**src/sv/trade_ohlc_bar_builder_top_defines.svh**
```systemverilog
// assertion macros used by tob_back
// clocked on aclk, disabled while aresetn is low
`ifndef TRADE_OHLC_BAR_BUILDER_TOP_DEFINES_SVH
`define TRADE_OHLC_BAR_BUILDER_TOP_DEFINES_SVH

// same-cycle implication
`define TOB_ASSERT_NOW(label, ante, cons, msg) \
    label: assert property (@(posedge aclk) disable iff (!aresetn) (ante) |-> (cons)) \
        else $error(msg);

// next-cycle implication
`define TOB_ASSERT_NEXT(label, ante, cons, msg) \
    label: assert property (@(posedge aclk) disable iff (!aresetn) (ante) |=> (cons)) \
        else $error(msg);

`endif

```
**src/sv/tob_pkg.sv**
```systemverilog
// widths, defaults and word types for the ohlcv bar builder
// no dependencies; used by every module of the block
package tob_pkg;

    localparam int TS_W    = 64;
    localparam int PRICE_W = 64;
    localparam int QTY_W   = 31;
    localparam int SEC_W   = 35;
    localparam int VOL_W   = 31;

    localparam logic [VOL_W-1:0] VOL_MAX = {VOL_W{1'b1}};

    // stream words, padded to whole bytes
    localparam int IN_DATA_W  = 160;
    localparam int OUT_DATA_W = 328;

    localparam logic [63:0] NS_PER_BAR_DEF  = 64'd1_000_000_000;
    localparam int          QUEUE_DEPTH_DEF = 4;

    // trade after the bar index is known
    typedef struct packed {
        logic [SEC_W-1:0]          sec;
        logic signed [PRICE_W-1:0] price;
        logic [QTY_W-1:0]          qty;
        logic                      eos;
    } item_t;

    // one finished bar
    typedef struct packed {
        logic [SEC_W-1:0]          sec;
        logic signed [PRICE_W-1:0] open_px;
        logic signed [PRICE_W-1:0] high_px;
        logic signed [PRICE_W-1:0] low_px;
        logic signed [PRICE_W-1:0] close_px;
        logic [VOL_W-1:0]          vol;
        logic                      last;
    } bar_t;

endpackage

```
**src/sv/tob_back.sv**
```systemverilog
// back end: open bar state, bar emission and a two-word output queue
// uses tob_pkg and the assertion macros header
`include "trade_ohlc_bar_builder_top_defines.svh"

module tob_back (
    input  logic                          aclk,
    input  logic                          aresetn,
    input  tob_pkg::item_t                head,
    input  logic                          empty,
    output logic                          pop,
    output logic                          m_tvalid,
    input  logic                          m_tready,
    // bar_second[34:0], bar_open[98:35], bar_high[162:99], bar_low[226:163],
    // bar_close[290:227], bar_volume[321:291], zero pad
    output logic [tob_pkg::OUT_DATA_W-1:0] m_tdata,
    output logic                          m_tlast
);
    import tob_pkg::*;

    localparam int PAD_W = OUT_DATA_W - (SEC_W + 4 * PRICE_W + VOL_W);

    // open bar
    logic [SEC_W-1:0]          sec_reg,   sec_next;
    logic signed [PRICE_W-1:0] open_reg,  open_next;
    logic signed [PRICE_W-1:0] high_reg,  high_next;
    logic signed [PRICE_W-1:0] low_reg,   low_next;
    logic signed [PRICE_W-1:0] close_reg, close_next;
    logic [VOL_W-1:0]          vol_reg,   vol_next;

    // bar after this trade, before any flush
    logic [SEC_W-1:0]          mid_sec;
    logic signed [PRICE_W-1:0] mid_open, mid_high, mid_low, mid_close;
    logic [VOL_W-1:0]          mid_vol;
    logic [VOL_W:0]            vol_sum;

    logic       no_bar, new_bar, emit_old, emit_flush;
    logic [1:0] nres, free;
    bar_t       old_bar, flush_bar, res0;

    // output queue
    bar_t       out_mem [2];
    logic       wp_reg, wp_next;
    logic       rp_reg, rp_next;
    logic [1:0] cnt_reg, cnt_next;
    logic       deq;
    bar_t       out_head;

    always_comb begin
        no_bar  = (sec_reg == '0);
        new_bar = !no_bar && (head.sec != sec_reg);
        vol_sum = {1'b0, vol_reg} + {1'b0, head.qty};

        if (no_bar || new_bar) begin
            mid_sec   = head.sec;
            mid_open  = head.price;
            mid_high  = head.price;
            mid_low   = head.price;
            mid_close = head.price;
            mid_vol   = head.qty;
        end else begin
            mid_sec   = sec_reg;
            mid_open  = open_reg;
            mid_high  = (head.price > high_reg) ? head.price : high_reg;
            mid_low   = (head.price < low_reg) ? head.price : low_reg;
            mid_close = head.price;
            mid_vol   = vol_sum[VOL_W] ? VOL_MAX : vol_sum[VOL_W-1:0];
        end

        emit_old   = new_bar && (vol_reg != '0);
        emit_flush = head.eos && (mid_sec != '0) && (mid_vol != '0);
        nres       = {1'b0, emit_old} + {1'b0, emit_flush};
        free       = 2'd2 - cnt_reg;
        pop        = !empty && (nres <= free);
    end

    always_comb begin
        old_bar.sec      = sec_reg;
        old_bar.open_px  = open_reg;
        old_bar.high_px  = high_reg;
        old_bar.low_px   = low_reg;
        old_bar.close_px = close_reg;
        old_bar.vol      = vol_reg;
        old_bar.last     = !emit_flush;

        flush_bar.sec      = mid_sec;
        flush_bar.open_px  = mid_open;
        flush_bar.high_px  = mid_high;
        flush_bar.low_px   = mid_low;
        flush_bar.close_px = mid_close;
        flush_bar.vol      = mid_vol;
        flush_bar.last     = 1'b1;

        res0 = emit_old ? old_bar : flush_bar;
    end

    always_comb begin
        sec_next   = sec_reg;
        open_next  = open_reg;
        high_next  = high_reg;
        low_next   = low_reg;
        close_next = close_reg;
        vol_next   = vol_reg;
        if (pop) begin
            if (head.eos) begin
                sec_next   = '0;
                open_next  = '0;
                high_next  = '0;
                low_next   = '0;
                close_next = '0;
                vol_next   = '0;
            end else begin
                sec_next   = mid_sec;
                open_next  = mid_open;
                high_next  = mid_high;
                low_next   = mid_low;
                close_next = mid_close;
                vol_next   = mid_vol;
            end
        end
    end

    always_ff @(posedge aclk) begin
        if (!aresetn) begin
            sec_reg   <= '0;
            open_reg  <= '0;
            high_reg  <= '0;
            low_reg   <= '0;
            close_reg <= '0;
            vol_reg   <= '0;
        end else begin
            sec_reg   <= sec_next;
            open_reg  <= open_next;
            high_reg  <= high_next;
            low_reg   <= low_next;
            close_reg <= close_next;
            vol_reg   <= vol_next;
        end
    end

    // output queue: up to two words in, one out per cycle while m_tready is high
    assign out_head = out_mem[rp_reg];
    assign m_tvalid = (cnt_reg != 2'd0);
    assign deq      = m_tvalid && m_tready;
    assign m_tdata  = {PAD_W'(0), out_head.vol, out_head.close_px, out_head.low_px,
                       out_head.high_px, out_head.open_px, out_head.sec};
    assign m_tlast  = out_head.last;

    always_comb begin
        wp_next  = wp_reg;
        rp_next  = rp_reg;
        cnt_next = cnt_reg;
        if (pop) begin
            wp_next  = wp_reg ^ nres[0];
            cnt_next = cnt_reg + nres;
        end
        if (deq) begin
            rp_next  = ~rp_reg;
            cnt_next = cnt_next - 2'd1;
        end
    end

    always_ff @(posedge aclk) begin
        if (pop && (nres != 2'd0)) begin
            out_mem[wp_reg] <= res0;
        end
        if (pop && (nres == 2'd2)) begin
            out_mem[~wp_reg] <= flush_bar;
        end
    end

    always_ff @(posedge aclk) begin
        if (!aresetn) begin
            wp_reg  <= 1'b0;
            rp_reg  <= 1'b0;
            cnt_reg <= 2'd0;
        end else begin
            wp_reg  <= wp_next;
            rp_reg  <= rp_next;
            cnt_reg <= cnt_next;
        end
    end

    `TOB_ASSERT_NOW(a_cnt_range, 1'b1, cnt_reg <= 2'd2, "output queue overfilled")
    `TOB_ASSERT_NOW(a_vol_nonzero, m_tvalid, out_head.vol != '0, "zero-volume bar emitted")
    `TOB_ASSERT_NEXT(a_flush_clears, pop && head.eos, sec_reg == '0, "flush left a bar open")
    `TOB_ASSERT_NEXT(a_two_words, pop && (nres == 2'd2), cnt_reg == 2'd2,
        "double emission lost a word")

endmodule
```
**config.mk**
```make
export PLATFORM = sky130hd
export DESIGN_NAME = tob_back
export DESIGN_NICKNAME = d
export VERILOG_FILES = /design/src/sv/tob_pkg.sv /design/src/sv/tob_back.sv
export VERILOG_INCLUDE_DIRS = /design/src /design/src/sv
export SDC_FILE = /design/constraint.sdc
export NUM_CORES = 2
export LEC_CHECK = 0
export BUFFER_PORTS_ARGS = -buffer_cell sky130_fd_sc_hd__buf_2
export CAP_MARGIN = 10
export CORE_MARGIN = 2
export CORE_UTILIZATION = 45
export CTS_CLUSTER_DIAMETER = 200
export CTS_CLUSTER_SIZE = 10
export DETAILED_ROUTE_END_ITERATION = 10
export GPL_TIMING_DRIVEN = 0
export MAX_ROUTING_LAYER = met4
export SYNTH_ARGS = -nofsm -noshare
export SYNTH_HDL_FRONTEND = slang
export SYNTH_SLANG_ARGS = --single-unit
```
**constraint.sdc**
```tcl
create_clock -name aclk -period 33.9 [get_ports aclk]
set_input_delay 3.39 -clock aclk [delete_from_list [all_inputs] [get_ports aclk]]
set_output_delay 3.39 -clock aclk [all_outputs]
set_load 0.05 [all_outputs]
```
==> results.json <==
{
  "layout_min_cycle_time_ns": 14.51,
  "max_freq_mhz": 68.90,
  "max-cap-violations": 0,
  "grt_pass1_wl_mm": 254.2,
  "wl_per_cell_um": 27.42,
  "crit_slowest_cell": "nor4_4",
  "gr-usage-met3_pct": 4.508,
  "ant_nets": 0,
  "largest_reg_flops": 646,
  "fin_hold_ws_ns": 0.4832,
  "synthArstFlopShare_pct": 0,
  "tightest_slew_ns": 1.270,
  "status": "finished clean",
  "finalSetupViolCount": 0,
  "antenna_found_initial": 18,
  "largest_register": "out_mem",
  "dr.pass1.iters": 8,
  "root_buffer": "clkbuf_16",
  "grt_max_degree": 28,
  "crit_path_cell_trace": "buf_2, xor2_1, nor4_1, nand4_1, nor4_4, clkbuf_1, buf_2, nand4_1, a22oi_1, nand4_1, nor4_1, nand2_1, o311a_1, ha_1, ha_1, nor2b_1, o21bai_1, inv_1, clkbuf_1, clkbuf_2, clkbuf_1, buf_2",
  "netlist_instances": 4262,
  "nNetsFinal": 5176,
  "place_area_sq_um": 55080,
  "synth_enable_flop_cells": 644,
  "hp-class": "reg2reg",
  "utilization_pct": 52.77,
  "fin_crit_sh_pct": 42.81,
  "yosys_warnings": 0,
  "endpoint_kind": "primary output",
  "first_iter_violations": 3654,
  "synth_top_cells_by_area": "edfxtp_1 (39%), dfxtp_1 (13%), a22o_1 (12%)",
  "synth_commonest_cells": "a22o_1 (672), edfxtp_1 (644), dfxtp_1 (329)",
  "ys_seq_elements": 973,
  "cts_hold_buf": 0,
  "relSlewSlack_pct": 14.60,
  "cp.arrival_ns": 11.12,
  "clockBufferDepth": 3,
  "die_area_sq_um": 113800,
  "synth_flop_cell": "edfxtp_1",
  "synth_cell_type_count": 76,
  "cts_tree": "done",
  "initial_utilization_pct": 45.31,
  "clk_pin_slew_worst_paths_ns": 0.06,
  "hpwl_mm": 131.5,
  "synth_seq_area_share_pct": 51.85,
  "htree_num_levels": 3,
  "synth_area_leader_cell": "edfxtp_1",
  "grt_busiest_layer": "met2",
  "post-cts-setup-buffers": 0,
  "final-hold-violation-count": 0,
  "cts_resized": 0,
  "max_stage_delay_ns": 0.83,
  "ioPinCount": 466,
  "crit_type": "in2out",
  "grt_pass1_vias": 37840,
  "clock_latency_ns": 0.73,
  "area_growth_pct": 16.48,
  "dieHeight_um": 337.3,
  "post-route-cell-area_sq_um": 58240,
  "netlist.area_leader.share_pct": 38.68,
  "wl_mm": 177.5,
  "rows": 122,
  "use_met1_pct": 41.13,
  "post-route-drc-count": 0,
  "synth_most_common_cell": "a22o_1",
  "crit_required_ns": 30.51,
  "routabilityCongestion": 0.9246,
  "fp.dieW_um": 337.3,
  "syn_area_sq_um": 50000,
  "dpl.cell_count": 6254,
  "grt-ovfl-total": 0,
  "core_area_sq_um": 110400,
  "drive_gt1_share_pct": 20.69,
  "rsz0062_at_grt": "no",
  "grt_usage_pct": 31.25,
  "critPathLaunchType": "input port",
  "vias": 39570,
  "avgSynthCellArea_sq_um": 11.73,
  "clock_sinks": 973,
  "clock_skew_ns": 0.04561,
  "instances_no_fill": 6471,
  "grtUsageMet2_pct": 49.01,
  "viasPerCell": 6.116,
  "port_buffers": 458,
  "crit_fanout": 10,
  "timing_max_transition_violations_final": 0,
  "numCtsBuffers": 107
}
==> routing by layer <==
metal  vias to the layer above  share of wire [%]
met1                     19780                 42
met2                      1730                 46
met3                       298                7.7
li1                      17770                  -
met4                         0                3.9
met5                         -                  0
==> cell type report <==
class	instances	area, sq um
inverters	148	555.5
plain buffers	408	1663
diodes	15	37.54
clock inverters	6	67.56
flip-flops and latches	973	25920
repair buffers	499	3146
well taps	1488	1862
clock buffers	196	3054
fillers	9900	52120
multi-input cells	2738	21930
==> critical path: cells and delay by family <==
kind            cells  cell delay [ns]
xor+xnor            1             0.17
fa+ha+maj           2             0.67
buf+inv             8             3.47
simple gates        8             2.64
compound gates      3             0.78
==> cells by family after synthesis <==
group	count (synthesis)	share of synthesized area, %
AOI/OAI and AO/OA	1276	20.50
xor gates and xnor gates	56	0.9809
adders and majority gates	166	4.169
buffers and inverters	556	4.422
DFF	973	51.85
muxes	391	8.636
other	1	0.007500
and+or+nand+nor	843	9.436
==> stage by stage <==
step | setup WS [ns] | setup TNS (ns)
after global routing | 19.16 | 0
final | 19.39 | 0
after detailed placement | 19.63 | 0
after floorplan | 8.622 | 0
after global placement | -5.150 | -2814.35
after CTS | 19.60 | 0
==> layout by cell type (no fill, tap or decap), types with 48 or more instances in the layout <==
master | synthesis | routed
a22o_1 | 672 | 672
edfxtp_1 | 644 | 644
buf_2 | 45 | 503
clkbuf_1 | 266 | 347
dfxtp_1 | 329 | 329
mux2_2 | 323 | 323
nand2_1 | 271 | 271
ha_1 | 165 | 165
nor2b_1 | 150 | 150
inv_1 | 148 | 148
clkbuf_16 | 0 | 109
nand4_1 | 104 | 104
a21boi_0 | 104 | 104
o21ai_0 | 93 | 93
buf_1 | 85 | 85
a21oi_1 | 85 | 82
a22oi_1 | 81 | 81
a21o_1 | 70 | 70
mux2i_1 | 68 | 68
a221o_1 | 66 | 66
nand4b_1 | 66 | 66
nor2_1 | 54 | 48
==> worst paths after layout <==
kind                     end  slack [ns]          start  depth (start not counted)
max                      pop       19.39      head[104]                         22
min            close_reg[23]        0.48  close_reg[23]                          2
max reg2reg  out_mem[1][281]       25.12    sec_reg[34]                         25
min reg2reg    close_reg[23]        0.48  close_reg[23]                          2
Power is left out: the tool's default activity adds up to more than one toggle a clock period on the data nets, which glitch-free logic cannot reach.
