<file path="config.mk">
export PLATFORM = sky130hd
export DESIGN_NAME = tob_fifo
export DESIGN_NICKNAME = d
export VERILOG_FILES = /design/src/sv/trade_ohlc_bar_builder_top_defines.svh /design/src/sv/tob_pkg.sv /design/src/sv/tob_fifo.sv
export SDC_FILE = /design/constraint.sdc
export NUM_CORES = 1
export LEC_CHECK = 0
export ABC_AREA = 0
export BUFFER_PORTS_ARGS = -buffer_cell sky130_fd_sc_hd__clkbuf_2
export CAP_MARGIN = 20
export CORE_MARGIN = 2
export CORE_UTILIZATION = 25
export DETAILED_ROUTE_END_ITERATION = 8
export SLEW_MARGIN = 10
export SYNTH_ARGS = -nofsm -noshare
export SYNTH_HDL_FRONTEND = slang
export SYNTH_SLANG_ARGS = --single-unit
export TNS_END_PERCENT = 100
</file>
<file path="constraint.sdc">
create_clock -name aclk -period 12.45 [get_ports aclk]
set_clock_uncertainty 0.05 [all_clocks]
set_input_delay 0.6225 -clock aclk [delete_from_list [all_inputs] [get_ports aclk]]
set_output_delay 0.6225 -clock aclk [all_outputs]
set_load 0.02 [all_outputs]
</file>
<file path="src/sv/trade_ohlc_bar_builder_top_defines.svh">
// assertion macros used by tob_back
// clocked on aclk, disabled while aresetn is low
`ifndef TRADE_OHLC_BAR_BUILDER_TOP_DEFINES_SVH
`define TRADE_OHLC_BAR_BUILDER_TOP_DEFINES_SVH

// same-cycle implication
`define TOB_ASSERT_NOW(label, ante, cons, msg) \
    label: assert property (@(posedge aclk) disable iff (!aresetn) (ante) |-> (cons)) \
        else $error(msg);

// next-cycle implication
`define TOB_ASSERT_NEXT(label, ante, cons, msg) \
    label: assert property (@(posedge aclk) disable iff (!aresetn) (ante) |=> (cons)) \
        else $error(msg);

`endif

</file>
<file path="src/sv/tob_pkg.sv">
// widths, defaults and word types for the ohlcv bar builder
// no dependencies; used by every module of the block
package tob_pkg;

    localparam int TS_W    = 64;
    localparam int PRICE_W = 64;
    localparam int QTY_W   = 31;
    localparam int SEC_W   = 35;
    localparam int VOL_W   = 31;

    localparam logic [VOL_W-1:0] VOL_MAX = {VOL_W{1'b1}};

    // stream words, padded to whole bytes
    localparam int IN_DATA_W  = 160;
    localparam int OUT_DATA_W = 328;

    localparam logic [63:0] NS_PER_BAR_DEF  = 64'd1_000_000_000;
    localparam int          QUEUE_DEPTH_DEF = 4;

    // trade after the bar index is known
    typedef struct packed {
        logic [SEC_W-1:0]          sec;
        logic signed [PRICE_W-1:0] price;
        logic [QTY_W-1:0]          qty;
        logic                      eos;
    } item_t;

    // one finished bar
    typedef struct packed {
        logic [SEC_W-1:0]          sec;
        logic signed [PRICE_W-1:0] open_px;
        logic signed [PRICE_W-1:0] high_px;
        logic signed [PRICE_W-1:0] low_px;
        logic signed [PRICE_W-1:0] close_px;
        logic [VOL_W-1:0]          vol;
        logic                      last;
    } bar_t;

endpackage

</file>
<file path="src/sv/tob_fifo.sv">
// short queue of classified trades between the divider and the bar state
// register-based, one push and one pop a cycle; uses tob_pkg
module tob_fifo #(
    parameter int DEPTH = tob_pkg::QUEUE_DEPTH_DEF
) (
    input  logic           aclk,
    input  logic           aresetn,
    input  logic           push,
    input  tob_pkg::item_t push_item,
    output logic           full,
    input  logic           pop,
    output tob_pkg::item_t pop_item,
    output logic           empty
);
    import tob_pkg::*;

    localparam int PTR_W = $clog2(DEPTH);
    localparam int CNT_W = $clog2(DEPTH + 1);

    item_t            mem [DEPTH];
    logic [PTR_W-1:0] wr_ptr_reg, wr_ptr_next;
    logic [PTR_W-1:0] rd_ptr_reg, rd_ptr_next;
    logic [CNT_W-1:0] count_reg, count_next;

    assign full     = (count_reg == CNT_W'(DEPTH));
    assign empty    = (count_reg == '0);
    assign pop_item = mem[rd_ptr_reg];

    always_comb begin
        wr_ptr_next = wr_ptr_reg;
        rd_ptr_next = rd_ptr_reg;
        count_next  = count_reg;
        if (push) begin
            wr_ptr_next = (wr_ptr_reg == PTR_W'(DEPTH - 1)) ? '0 : wr_ptr_reg + 1'b1;
        end
        if (pop) begin
            rd_ptr_next = (rd_ptr_reg == PTR_W'(DEPTH - 1)) ? '0 : rd_ptr_reg + 1'b1;
        end
        if (push && !pop) begin
            count_next = count_reg + 1'b1;
        end else if (pop && !push) begin
            count_next = count_reg - 1'b1;
        end
    end

    always_ff @(posedge aclk) begin
        if (push) begin
            mem[wr_ptr_reg] <= push_item;
        end
    end

    always_ff @(posedge aclk) begin
        if (!aresetn) begin
            wr_ptr_reg <= '0;
            rd_ptr_reg <= '0;
            count_reg  <= '0;
        end else begin
            wr_ptr_reg <= wr_ptr_next;
            rd_ptr_reg <= rd_ptr_next;
            count_reg  <= count_next;
        end
    end

endmodule

</file>
==> flow_results.org, run 1 <==
** Yosys
- A synthesized cell averages 26.5 um^2.
- Post-synthesis cell type count :: 23
- Yosys printed 0 warnings.
- After technology mapping, the gate count stands at 729.
- Synthesis inferred 533 register bits.
- Post-synthesis instance area :: 19,400 um^2
- Sequential share of the synthesized area :: 82.2%
- Counting every net in the synthesized netlist gives 871.

** Power
- The analysis attributes to net switching a power of 0.925 mW.
- Maximum vdd drop :: 108 uV
- Overall power consumption after layout is estimated at 4.12 mW.
- For this design the ratio of total power to cell area is 174 nW/um^2.
- Cell-internal power :: 3.20 mW
- Per report_power, the combinational group accounts for 9.0% of the total.
- For this design the static power due to leakage is 7.82 nW.
- Registers are responsible for 50.5% of the overall power.
- The clock network is responsible for 40.5% of the overall power.
- Net switching is 22.4% of the power.

** Die
- After floorplanning, the core was sized to cover 77,100 um^2.
- Row generation in the floorplan step produced 102 rows.
- Initial standard-cell utilization of the core :: 25.1%
- Measured along the y axis, the die boundary spans 282 um.
- Die outline area :: 79,700 um^2
- Boundary pin count :: 268
- X dimension of the die :: 282 um

** Global route
- Global routing used 9.79% of the available tracks.
- Wire length of the first global-routing pass :: 57.7 mm
- The via count of the first global-routing pass is 9,362.
- Maximum number of pins on one net before global-route repair :: 62
- After global routing the overflow that remains totals 0.
- The number of antenna violations at the first check in global routing was 8.

** Final layout
- Number of flip-flops under the largest register name :: 524
- Once layout is complete, the cells apart from fillers number 2,121.
- Finished Core Util :: 30.8%
- Post-synthesis to final-layout area growth :: 22.7%
- Cells with a size suffix above 1 make up 46.3% of the layout.
- In the layout the commonest cells are 524 x edfxtp_1, 267 x clkbuf_2, 131 x mux4_2.
- Net total in the final layout :: 1,179
- Most common cell after layout, fill and taps aside :: edfxtp_1

** Timing
- Shortest period the worst path allows :: 4.19 ns
- The number of failing hold endpoints at the final stage came to 0.
- Fmax :: 0.238 GHz
- Slew Viols, Final :: 0
- Summed over all failing endpoints, the final setup total negative slack is 0 ns.
- Setup repair after global routing left no endpoint under its margin.
- Setup violations remaining at the end of the flow were counted as 0.
- Hold slack final :: 0.199 ns
- Tightest slew margin relative to the limit :: 32.4%
- In the finished design, the share of the clock period the worst path needs comes to 33.7%.
- At the pin with the least slew margin, the transition time is 1.01 ns.

** Min path
- Worst hold-check path type :: in -> reg

** Worst setup path
- Class of the most critical setup path :: reg -> out
- Data on the critical path arrives at its endpoint at 3.52 ns.
- At the worst endpoint, the required time is 11.78 ns.
- Type of element capturing the critical path :: output pin
- Worst-path fanout max :: 47
- Startpoint class of the critical path :: flip-flop
- Setup slack on the worst reg-to-reg path comes out at 10.02 ns.

** Placed design
- The congestion estimate from routability-driven global placement came to 0.687.
- # placed instances :: 2,019
- Summed over all nets, the half-perimeter wirelength after detailed placement is 24.0 mm.
- Port Buffer Count :: 267

** Routing
- Post-DR wirelength/cell :: 18.9 um
- Using the TritonRoute via totals, the vias-per-cell ratio works out to 4.12.
- Number of violations reported at the end of detailed-routing iteration 0 :: 451
- Aggregate routed wire length :: 40.2 mm
- DRC :: 0
- Final antenna-violating net count :: 0
- The routed layout has 8,741 vias.
- The first detailed-routing pass took 4 iterations.

** Run status
- The run finished with clean final reports.

** CTS
- Buffers inserted to repair hold after CTS numbered 0.
- For the worst-skew pair, the clock arrives at the later sink with an insertion delay of 0.58 ns.
- Post-CTS timing repair inserted 0 buffers for setup.
- The tree is rooted in a clkbuf_16.
- Number of H-tree levels :: 2
- Clock tree synthesis inserted a total of 56 buffers.
- Count of cells resized by post-cts repair :: 0
- The tree built by TritonCTS fans out to 533 sinks.
- The longest clock path from root to sink contains 3 buffers.
- After clock tree synthesis, the clock-pin slew on the worst setup and hold paths is 0.06 ns.
- Clock tree from TritonCTS :: yes

** Job
- Number of maximum-capacitance constraint violations :: 0
==> kinds of logic (layout without fill, tap and decap cells) <==
logic type	after synthesis	in the layout	share of synthesized area [%]
AO/OA/AOI/OAI	3	3	0.103
XOR/XNOR	2	2	0.0905
adder cells (fa/ha/maj)	7	7	0.491
buffers and inverters	34	384	1.16
flip-flops	533	533	82.2
multiplexers	135	135	15.5
other	0	2	0
AND/OR/NAND/NOR	15	15	0.465
==> worst paths after layout <==
kind         cells after the start                    end                        from
max                              4           pop_item[35]                   flip-flop
min                              1  mem[2][112]$_DFFE_PP_              push_item[112]
max reg2reg                      3  mem[3][106]$_DFFE_PP_  wr_ptr_reg[0]$_SDFFE_PN0P_
min reg2reg                      2              flip-flop  rd_ptr_reg[1]$_SDFFE_PN0P_
==> routing by layer <==
layer	vias to the layer above	global-route usage [%]	wire length [um]
met4	14	2.70	900
li1	3783	-	-
met1	4621	11.9	16200
met5	-	0	81
met2	247	16.3	19500
met3	76	3.70	3510
==> cell usage after synthesis <==
| cell type | count | area [um^2] |
|---|---|---|
| edfxtp_1 | 524 | 15700 |
| mux4_2 | 131 | 2950 |
| buf_2 | 14 | 70.1 |
| buf_6 | 10 | 113 |
| dfxtp_1 | 9 | 180 |
| ha_1 | 6 | 75.1 |
| and2_1 | 5 | 31.3 |
| nor2b_1 | 5 | 31.3 |
| clkbuf_1 | 4 | 15.0 |
| inv_1 | 4 | 15.0 |
| mux2i_1 | 4 | 40.0 |
| nor3_1 | 2 | 10.0 |
| a21boi_0 | 1 | 7.51 |
| buf_4 | 1 | 7.51 |
| clkbuf_2 | 1 | 5.00 |
| fa_1 | 1 | 20.0 |
| nor2_1 | 1 | 3.75 |
| nor3b_1 | 1 | 7.51 |
| o21a_1 | 1 | 7.51 |
| o21ai_0 | 1 | 5.00 |
| or3_1 | 1 | 6.26 |
| xnor2_1 | 1 | 8.76 |
| xor2_1 | 1 | 8.76 |
==> power groups by stage <==
stage / sequential (mW) / clock, mW / combinational, mW
after floorplan: 2.12 / 0 / 0.239
after global placement: 2.11 / 0 / 0.377
after detailed placement: 2.12 / 0 / 0.383
after CTS: 2.08 / 1.72 / 0.385
after global routing: 2.09 / 1.79 / 0.402
final: 2.08 / 1.67 / 0.372
==> final cells by class <==
class                   instances  area, um^2
inverters                       4        15.0
flip-flops and latches        533       15900
diodes                          2        5.00
well taps                    1040        1300
fillers                      7505       53300
clock inverters                38         405
repair buffers                280        1430
clock buffers                  62        1450
multi-input cells             162        3220
==> worst max-delay path, stage by stage, from the launching register on <==
cell	delay, ns
dfxtp_4	0.74
buf_4	0.75
buf_4	0.71
mux4_2	0.42
clkbuf_2	0.17
==> through the flow <==
stage | worst slack (ns) | instance area (um^2)
3_3_place_gp | 8.74 | 21900
2_1_floorplan | 8.27 | 19400
6_report | 8.26 | 23800
3_5_place_dp | 8.73 | 21900
5_1_grt | 7.89 | 23700
4_1_cts | 8.07 | 23700
Note: power is estimated with default switching activity, not from simulation.
==> run 2, diff against run 1 <==
Settings changed: ABC_AREA 0 to 1.
Clock period 12.45 ns to 4.1 ns, I/O delays scaled along.
==> flow_results.org, run 2 <==
** Run status
- Status :: complete, no violations

** Power
- The sequential cell fraction of total power came to 49.6% (-0.9 points).
- Part of the power in the clock network :: 39.2% (-1.3 points)
- Power density cells :: 499 nW/um^2 (+190%)
- The switching power came to 3.08 mW (+230%).
- The largest vdd supply drop came to 355 uV (+230%).
- The static leakage was 8.84 nW (+13%).
- The combinational fraction of design power came to 11.2% (+2.2 points).
- Switching fraction of total power :: 24.3% (+1.8 points)
- The cell-internal power was 9.62 mW (+200%).

** Yosys
- Total number of yosys warnings :: 0 (unchanged)
- The number of enable flip-flop cells after synthesis came to 524 (unchanged).
- Leading cell type by number of instances after synthesis :: edfxtp_1
- Synthesized flop and latch total :: 533 (unchanged)
- Post-synthesis instance area :: 19,900 um^2 (+2.6%)
- Cell types occupying the most area after synthesis :: edfxtp_1 79%, o21ai_0 5.4%, nor2_1 5.1%
- The post-synthesis async set-or-reset flop share came to 0% (unchanged).
- The synthesized net count is 1,467 (+68%).
- In the synthesized netlist the dominant register cell turns out to be edfxtp_1.
- Sequential share of the synthesized area :: 80.2% (-2.1 points)
- Summed over all instances, the cell type with the most area after synthesis is edfxtp_1.
- The commonest cells after synthesis are 524 x edfxtp_1, 270 x nor2_1, 215 x o21ai_0, 131 x o22ai_1, 50 x o21ai_1.
- The fraction of post-synthesis cell area in the top cell type by area was 79.3% (-2.0 points).
- Post-Synthesis Cells :: 1,325 (+82%)
- The number of unique standard cell types used by synthesis was 23 (unchanged).
- Average size of a mapped cell :: 15.0 um^2 (-44%)

** CTS
- Number of H-tree levels :: 2 (unchanged)
- Clock slew at the register clock pins of the worst setup and hold paths :: 0.06 ns (about the same)
- Clock latency of the later-clocked register in the worst-skew pair :: 0.58 ns (about the same)
- Count of cells resized by post-cts repair :: 0 (unchanged)
- Clock tree from TritonCTS :: yes
- Clk root buf :: clkbuf_16
- Setup Buffers After CTS :: 0 (unchanged)
- The largest buffer count on any clock path was 3 (unchanged).
- The CTS buffer count was 57 (+1.8%).
- The number of clock sinks seen by CTS was 533 (unchanged).

** Die
- The die width was 286 um (+1.3%).
- The die outline area is 81,700 um^2 (+2.5%).
- The number of primary I/O pins came to 268 (unchanged).
- Initial standard-cell utilization of the core :: 25.2% (+0.10 points)
- Rows :: 103 (+0.98%)
- Floorplan die height :: 286 um (+1.3%)
- Area of the core :: 78,700 um^2 (+2.2%)

** Global route
- The remaining global-route overflow came to 0 (unchanged).
- Maximum number of pins on one net before global-route repair :: 151 (+140%)
- The number of antenna violations at the first check in global routing came to 1 (-7).
- The via count of the first global-routing pass was 13.0k (+39%).
- The global-route usage over all layers was 11.6% (+1.8 points).
- Wire length of the first global-routing pass :: 74.0 mm (+28%)

** Timing
- The smallest clock period supported by the final layout is computed as 3.02 ns.
- For this run, the top clock speed supported by timing is 0.332 GHz.
- Setup repair after global routing left no endpoint under its margin.
- Slew @ Worst Pin :: 0.866 ns (-0.148 ns)
- Slew Viols, Final :: 0 (unchanged)
- The relative max-transition margin was 42.3% (+9.8 points).
- Part of the cycle the worst path needs :: 73.6%
- The number of failing hold endpoints at the final stage was 0 (unchanged).
- The count of final setup violators was 0 (unchanged).
- Total Neg Setup Slack :: 0 ns (unchanged)

** Routing
- The number of DRC violations after detailed-routing iteration 0 is 794 (+76%).
- The number of nets with antenna violations after routing is 0 (unchanged).
- The number of remaining DRC errors is 0 (unchanged).
- The number of vias per cell was 4.45 (+8.0%).
- Aggregate routed wire length :: 48.9 mm (+22%)
- The count of vias placed by the detailed router was 12.6k (+44%).
- DR pass1 iterations :: 7 (+3)
- The final routed wire length divided by cell count is 17.3 um (-8.6%).

** Worst setup path
- The worst setup path is captured at an output pin.
- Logic depth of the worst register-to-register path :: 4 (+1)
- Data arrival, critical path :: 2.76 ns (-0.76 ns)
- Startpoint class of the critical path :: flip-flop
- The required time of the critical path came to 3.85 ns (-7.93 ns).
- The worst register-to-register path begins at wr_ptr_reg[0]$_SDFFE_PN0P_.
- The critical path is of the reg -> out type.
- Worst-path fanout max :: 66 (+40%)

** Placed design
- Port Buffer Count :: 267 (unchanged)
- Dpl hpwl :: 27.3 mm (+14%)
- The number of instances in the placed design is 2,582 (+28%).
- Placer congestion estimate :: 0.740 (+7.7%)

** Job
- The count of max-cap constraint violations is 0 (unchanged).

** Min path
- The path class of the tightest hold or removal check is in -> reg.
- The startpoint identified for the worst hold timing path is push_item[42].
- Worst hold path stage count :: 2 (+1)

** Final layout
- Relative to the synthesized area, the layout overhead comes to 28.3%.
- The library cell used most frequently in the layout, excluding fill and tap cells, is edfxtp_1.
- Top library cells by usage in the layout, fill and taps aside :: 524 x edfxtp_1, 270 x nor2_1, 267 x clkbuf_2
- Number of flip-flops under the largest register name :: 524 (unchanged)
- Non-Filler Instances :: 2,822 (+33%)
- Net total in the final layout :: 1,867 (+58%)
- The share of the core filled with cells in the final layout came to 32.4% (+1.5 points).
- Number of filler cells placed in the layout :: 7,719 (+2.9%)
- The fraction of final layout cells with drive strength greater than 1 is 21.9% (-24 points).
==> run 2: cell count changes after synthesis, sizes merged, moves of 27 or more <==
cell	previous run	this run
o22ai	0	131
o21ai	1	265
buf	25	52
clkbuf	5	33
mux4	131	0
nor2	1	270
==> run 2: cell type report <==
cell class | count | area [um^2] | area share, %
clock inverters | 41 | 347 | 1.36
inverters | 16 | 90.1 | 0.354
well taps | 1050 | 1310 | 5.16
flip-flops and latches | 533 | 15900 | 62.5
diodes | 1 | 2.50 | 0.00982
repair buffers | 426 | 2970 | 11.6
multi-input cells | 691 | 3340 | 13.1
clock buffers | 64 | 1500 | 5.87
==> run 2: path summary, 6_finish.rpt <==
| check | endpoint | slack (ns) |
|---|---|---|
| setup / recovery | pop_item[53] | 1.08 |
| hold / removal | mem[0][42]$_DFFE_PP_ | 0.32 |
| setup reg to reg | mem[3][68]$_DFFE_PP_ | 1.88 |
| hold reg to reg | wr_ptr_reg[1]$_SDFFE_PN0P_ | 0.49 |
==> run 2: logic make-up (layout without fill, tap and decap cells) <==
kind of cell,after synthesis,in the layout,synth area share [%]
flip-flops,533,533,80.2
AO/OA/AOI/OAI,399,399,10.9
AND/OR/NAND/NOR,284,284,5.41
buffers and inverters,101,547,3.01
adder cells (fa/ha/maj),7,7,0.479
XOR/XNOR,1,1,0.0441
other,0,1,0
==> run 2: worst max-delay path: stages (launching register included) <==
cell      delay (ns)
dfxtp_4         0.61
buf_4           0.64
o21ai_0         0.19
o22ai_1         0.34
clkbuf_2        0.24
==> run 2: power by group through the flow <==
| stage | combinational [mW] | sequential, mW | clock, mW |
|---|---|---|---|
| 2_1_floorplan | 0.801 | 6.41 | 0 |
| 3_3_place_gp | 1.31 | 6.41 | 0 |
| 3_5_place_dp | 1.33 | 6.42 | 0 |
| 4_1_cts | 1.45 | 6.30 | 5.13 |
| 5_1_grt | 1.55 | 6.32 | 5.33 |
| 6_report | 1.42 | 6.30 | 4.98 |
==> run 2: repair_timing <==
item,CTS,global route
endpoints found under the setup margin,0,0
hold endpoints to repair,533,0
hold buffers,134,0
==> run 2: through the flow <==
step                      worst slack, ns  hold slack [ns]  area (um^2)  power [mW]
after global placement               1.66            0.368        22300        7.71
after CTS                            1.02            0.252        25500        12.9
after global routing                0.857            0.291        25500        13.2
final                                1.08            0.319        25500        12.7
after floorplan                     0.452            0.254        19900        7.21
after detailed placement             1.68            0.373        22300        7.75
==> run 2: per-layer routing <==
metal	track usage, %	up-vias	part of all wire [%]
met3	2.62	74	6.6
met2	20.4	390	50
li1	-	5831	-
met5	0	-	0.027
met4	3.59	2	2.2
met1	14.1	6267	41
==> run 3, diff against run 2 <==
Clock period 4.1 ns to 2.5 ns, I/O delays scaled along.
==> flow_results.org, run 3 (synthesis gave the netlist of run 2 again) <==
** Run status
- The run finished with clean final reports.

** Die
- Area of the core :: 78,700 um^2 (unchanged)
- The die outline area is 81,700 um^2 (unchanged).
- The number of primary I/O pins is 268 (unchanged).
- The initial core utilization is 25.2% (unchanged).
- X dimension of the die :: 286 um (unchanged)
- The row count is 103 (unchanged).
- Floorplan die height :: 286 um (unchanged)

** Worst setup path
- Startpoint class of the critical path :: flip-flop
- Worst-path fanout max :: 35 (-47%)
- In this run the critical register-to-register path is launched from wr_ptr_reg[0]$_SDFFE_PN0P_.
- The critical path is of the reg -> out type.
- Capture point of the worst reg-to-reg path :: mem[3][40]$_DFFE_PP_
- The worst setup path is captured at an output pin.
- The logic depth of the worst register-to-register path is 4 (unchanged).
- Data arrival, critical path :: 2.22 ns (-0.54 ns)
- The register-to-register setup slack was 0.77 ns (-1.11 ns).
- The required time of the critical path came to 2.33 ns (-1.52 ns).

** CTS
- The post-CTS clock slew at the launch and capture registers of the worst setup and hold paths is 0.06 ns (about the same).
- Max Buffers Root-to-Sink :: 3 (unchanged)
- Number of H-tree levels :: 2 (unchanged)
- Clock tree from TritonCTS :: yes
- The tree is rooted in a clkbuf_16.
- The number of clock sinks seen by CTS came to 533 (unchanged).
- Number of buffers created by CTS :: 57 (unchanged)
- The clock latency reported for the late side of the worst-skew pair came to 0.59 ns (about the same).

** Routing
- The number of search-and-repair iterations in the first detailed-routing pass came to 5 (-2).
- Final antenna-violating net count :: 0 (unchanged)
- Post-DR wirelength/cell :: 17.5 um (+0.85%)
- The overall routed net length was 49.4 mm (+1.2%).
- The count of vias placed by the detailed router is 12.7k (+1.0%).
- DR vias/cell :: 4.48 (+0.65%)
- The number of remaining DRC errors was 0 (unchanged).
- Number of violations reported at the end of detailed-routing iteration 0 :: 780 (-1.8%)

** Global route
- The first-pass GRT wire length came to 73.7 mm (-0.41%).
- Maximum number of pins on one net before global-route repair :: 114 (-25%)
- The global-route usage over all layers is 11.5% (-0.058 points).
- GRT overflow :: 0 (unchanged)
- The via count of the first global-routing pass came to 13.0k (-0.32%).
- The number of antenna violations at the first check in global routing was 5 (+4).

** Final layout
- Finished Core Util :: 32.8% (+0.41 points)
- Post-synthesis to final-layout area growth :: 29.9%
- Net total in the final layout :: 1,874 (+0.37%)
- The number of non-filler instances in the completed layout was 2,832 (+0.35%).
- Number of filler cells placed in the layout :: 7,572 (-1.9%)
- Top library cells by usage in the layout, fill and taps aside :: 524 x edfxtp_1, 270 x nor2_1, 267 x clkbuf_2
- Most common cell after layout, fill and taps aside :: edfxtp_1
- The fraction of final layout cells with drive strength greater than 1 came to 22.9% (+1.0 points).
- Number of flip-flops under the largest register name :: 524 (unchanged)

** Placed design
- # placed instances :: 2,588 (+0.23%)
- The number of buffers added on ports came to 267 (unchanged).
- Placer congestion estimate :: 0.720 (-2.7%)
- Dpl hpwl :: 26.8 mm (-1.7%)

** Timing
- The final max-slew violation count came to 0 (unchanged).
- Setup-failing EPs final :: 0 (unchanged)
- Hold violation count in the final report :: 0 (unchanged)
- The clock period could shrink to 2.39 ns.
- Part of the cycle the worst path needs :: 95.6%
- The relative max-transition margin was 62.8% (+21 points).
- Derived from the worst setup path, the maximum achievable clock frequency is 0.418 GHz.
- Slew @ Worst Pin :: 0.558 ns (-0.308 ns)
- Setup repair after global routing could not meet its margin everywhere.

** Min path
- The worst hold path begins at push_item[98].
- Worst hold path stage count :: 2 (unchanged)
- The path class of the tightest hold or removal check is in -> reg.
- Worst Hold Path EP :: mem[1][98]$_DFFE_PP_

** Power
- Maximum vdd drop :: 824 uV (+130%)
- The total power per unit cell area came to 825 nW/um^2 (+65%).
- The static leakage came to 8.93 nW (+1.0%).

** Job
- Number of maximum-capacitance constraint violations :: 0 (unchanged)
run 3: cell types whose count changed in the layout (fill, tap and decap cells not counted), moves of 3 or more:
cell | before | now
buf_12 | 8 | 16
buf_4 | 17 | 11
clkbuf_1 | 5 | 11
clkinvlp_4 | 3 | 8
clkinv_1 | 13 | 9
clkinv_2 | 14 | 10
nand2_1 | 8 | 4
nand2_2 | 0 | 4
inv_6 | 7 | 4
run 3: final cells by class:
cell class | count | area, um^2 | area share (%)
Tap cell | 1050 | 1310 | 5.09
Clock buffer | 70 | 1520 | 5.88
Timing Repair Buffer | 433 | 3180 | 12.3
Inverter | 16 | 90.1 | 0.349
Multi-Input combinational cell | 691 | 3370 | 13.1
Clock inverter | 38 | 397 | 1.54
Sequential cell | 533 | 15900 | 61.7
Antenna cell | 1 | 2.50 | 0.00970
run 3: timing repair:
item / 4_1_cts / 5_1_grt
gates resized for setup: 1 / 6
endpoints found under the setup margin: 1 / 25
buffers inserted: 0 / 0
cloned: 0 / 1
hold endpoints to repair: 533 / 0
hold buffers: 134 / 0
run 3: layer usage:
layer	vias up	global-route usage [%]	routed length, um
met2	387	19.4	23900
met5	-	0	43
met1	6365	14.6	20900
li1	5856	-	-
met4	6	3.32	1020
met3	77	3.06	3530
run 3: worst max-delay path by stage:
stage | start | endpoint | slack [ns] | depth (start not counted)
after floorplan | wr_ptr_reg[0]$_SDFFE_PN0P_ | mem[0][0]$_DFFE_PP_ | -0.49 | 4
after global placement | flip-flop | pop_item[15] | 0.69 | 5
after detailed placement | flip-flop | pop_item[15] | 0.63 | 5
after CTS | flip-flop | pop_item[92] | 0.002 | 5
after global routing | flip-flop | pop_item[55] | -0.04 | 4
final | flip-flop | pop_item[17] | 0.11 | 5
run 3: per-stage QoR:
stage / setup TNS [ns] / power, mW / worst slack, ns / cell area [um^2] / hold slack (ns)
5_1_grt: -0.0458 / 22.1 / -0.0411 / 25800 / 0.194
4_1_cts: 0 / 21.5 / 0.00150 / 25700 / 0.183
2_1_floorplan: -257.50 / 11.8 / -0.493 / 19900 / 0.174
3_5_place_dp: 0 / 12.7 / 0.629 / 22500 / 0.294
3_3_place_gp: 0 / 12.7 / 0.692 / 22500 / 0.287
6_report: 0 / 21.3 / 0.110 / 25800 / 0.232
run 3: worst max-delay path: stages, from the launching register on:
cell and delay, ns:
dfxtp_4 0.42, buf_12 0.24, buf_4 0.25, o21ai_0 0.11, o22ai_1 0.33, clkbuf_2 0.24
run 3: power by group:
| group | total [mW] | internal, mW | switching (mW) |
|---|---|---|---|
| sequential | 10.3 | 10.2 | 0.0910 |
| combinational | 2.43 | 0.797 | 1.63 |
| clock | 8.55 | 5.06 | 3.49 |
| total | 21.3 | 16.1 | 5.21 |
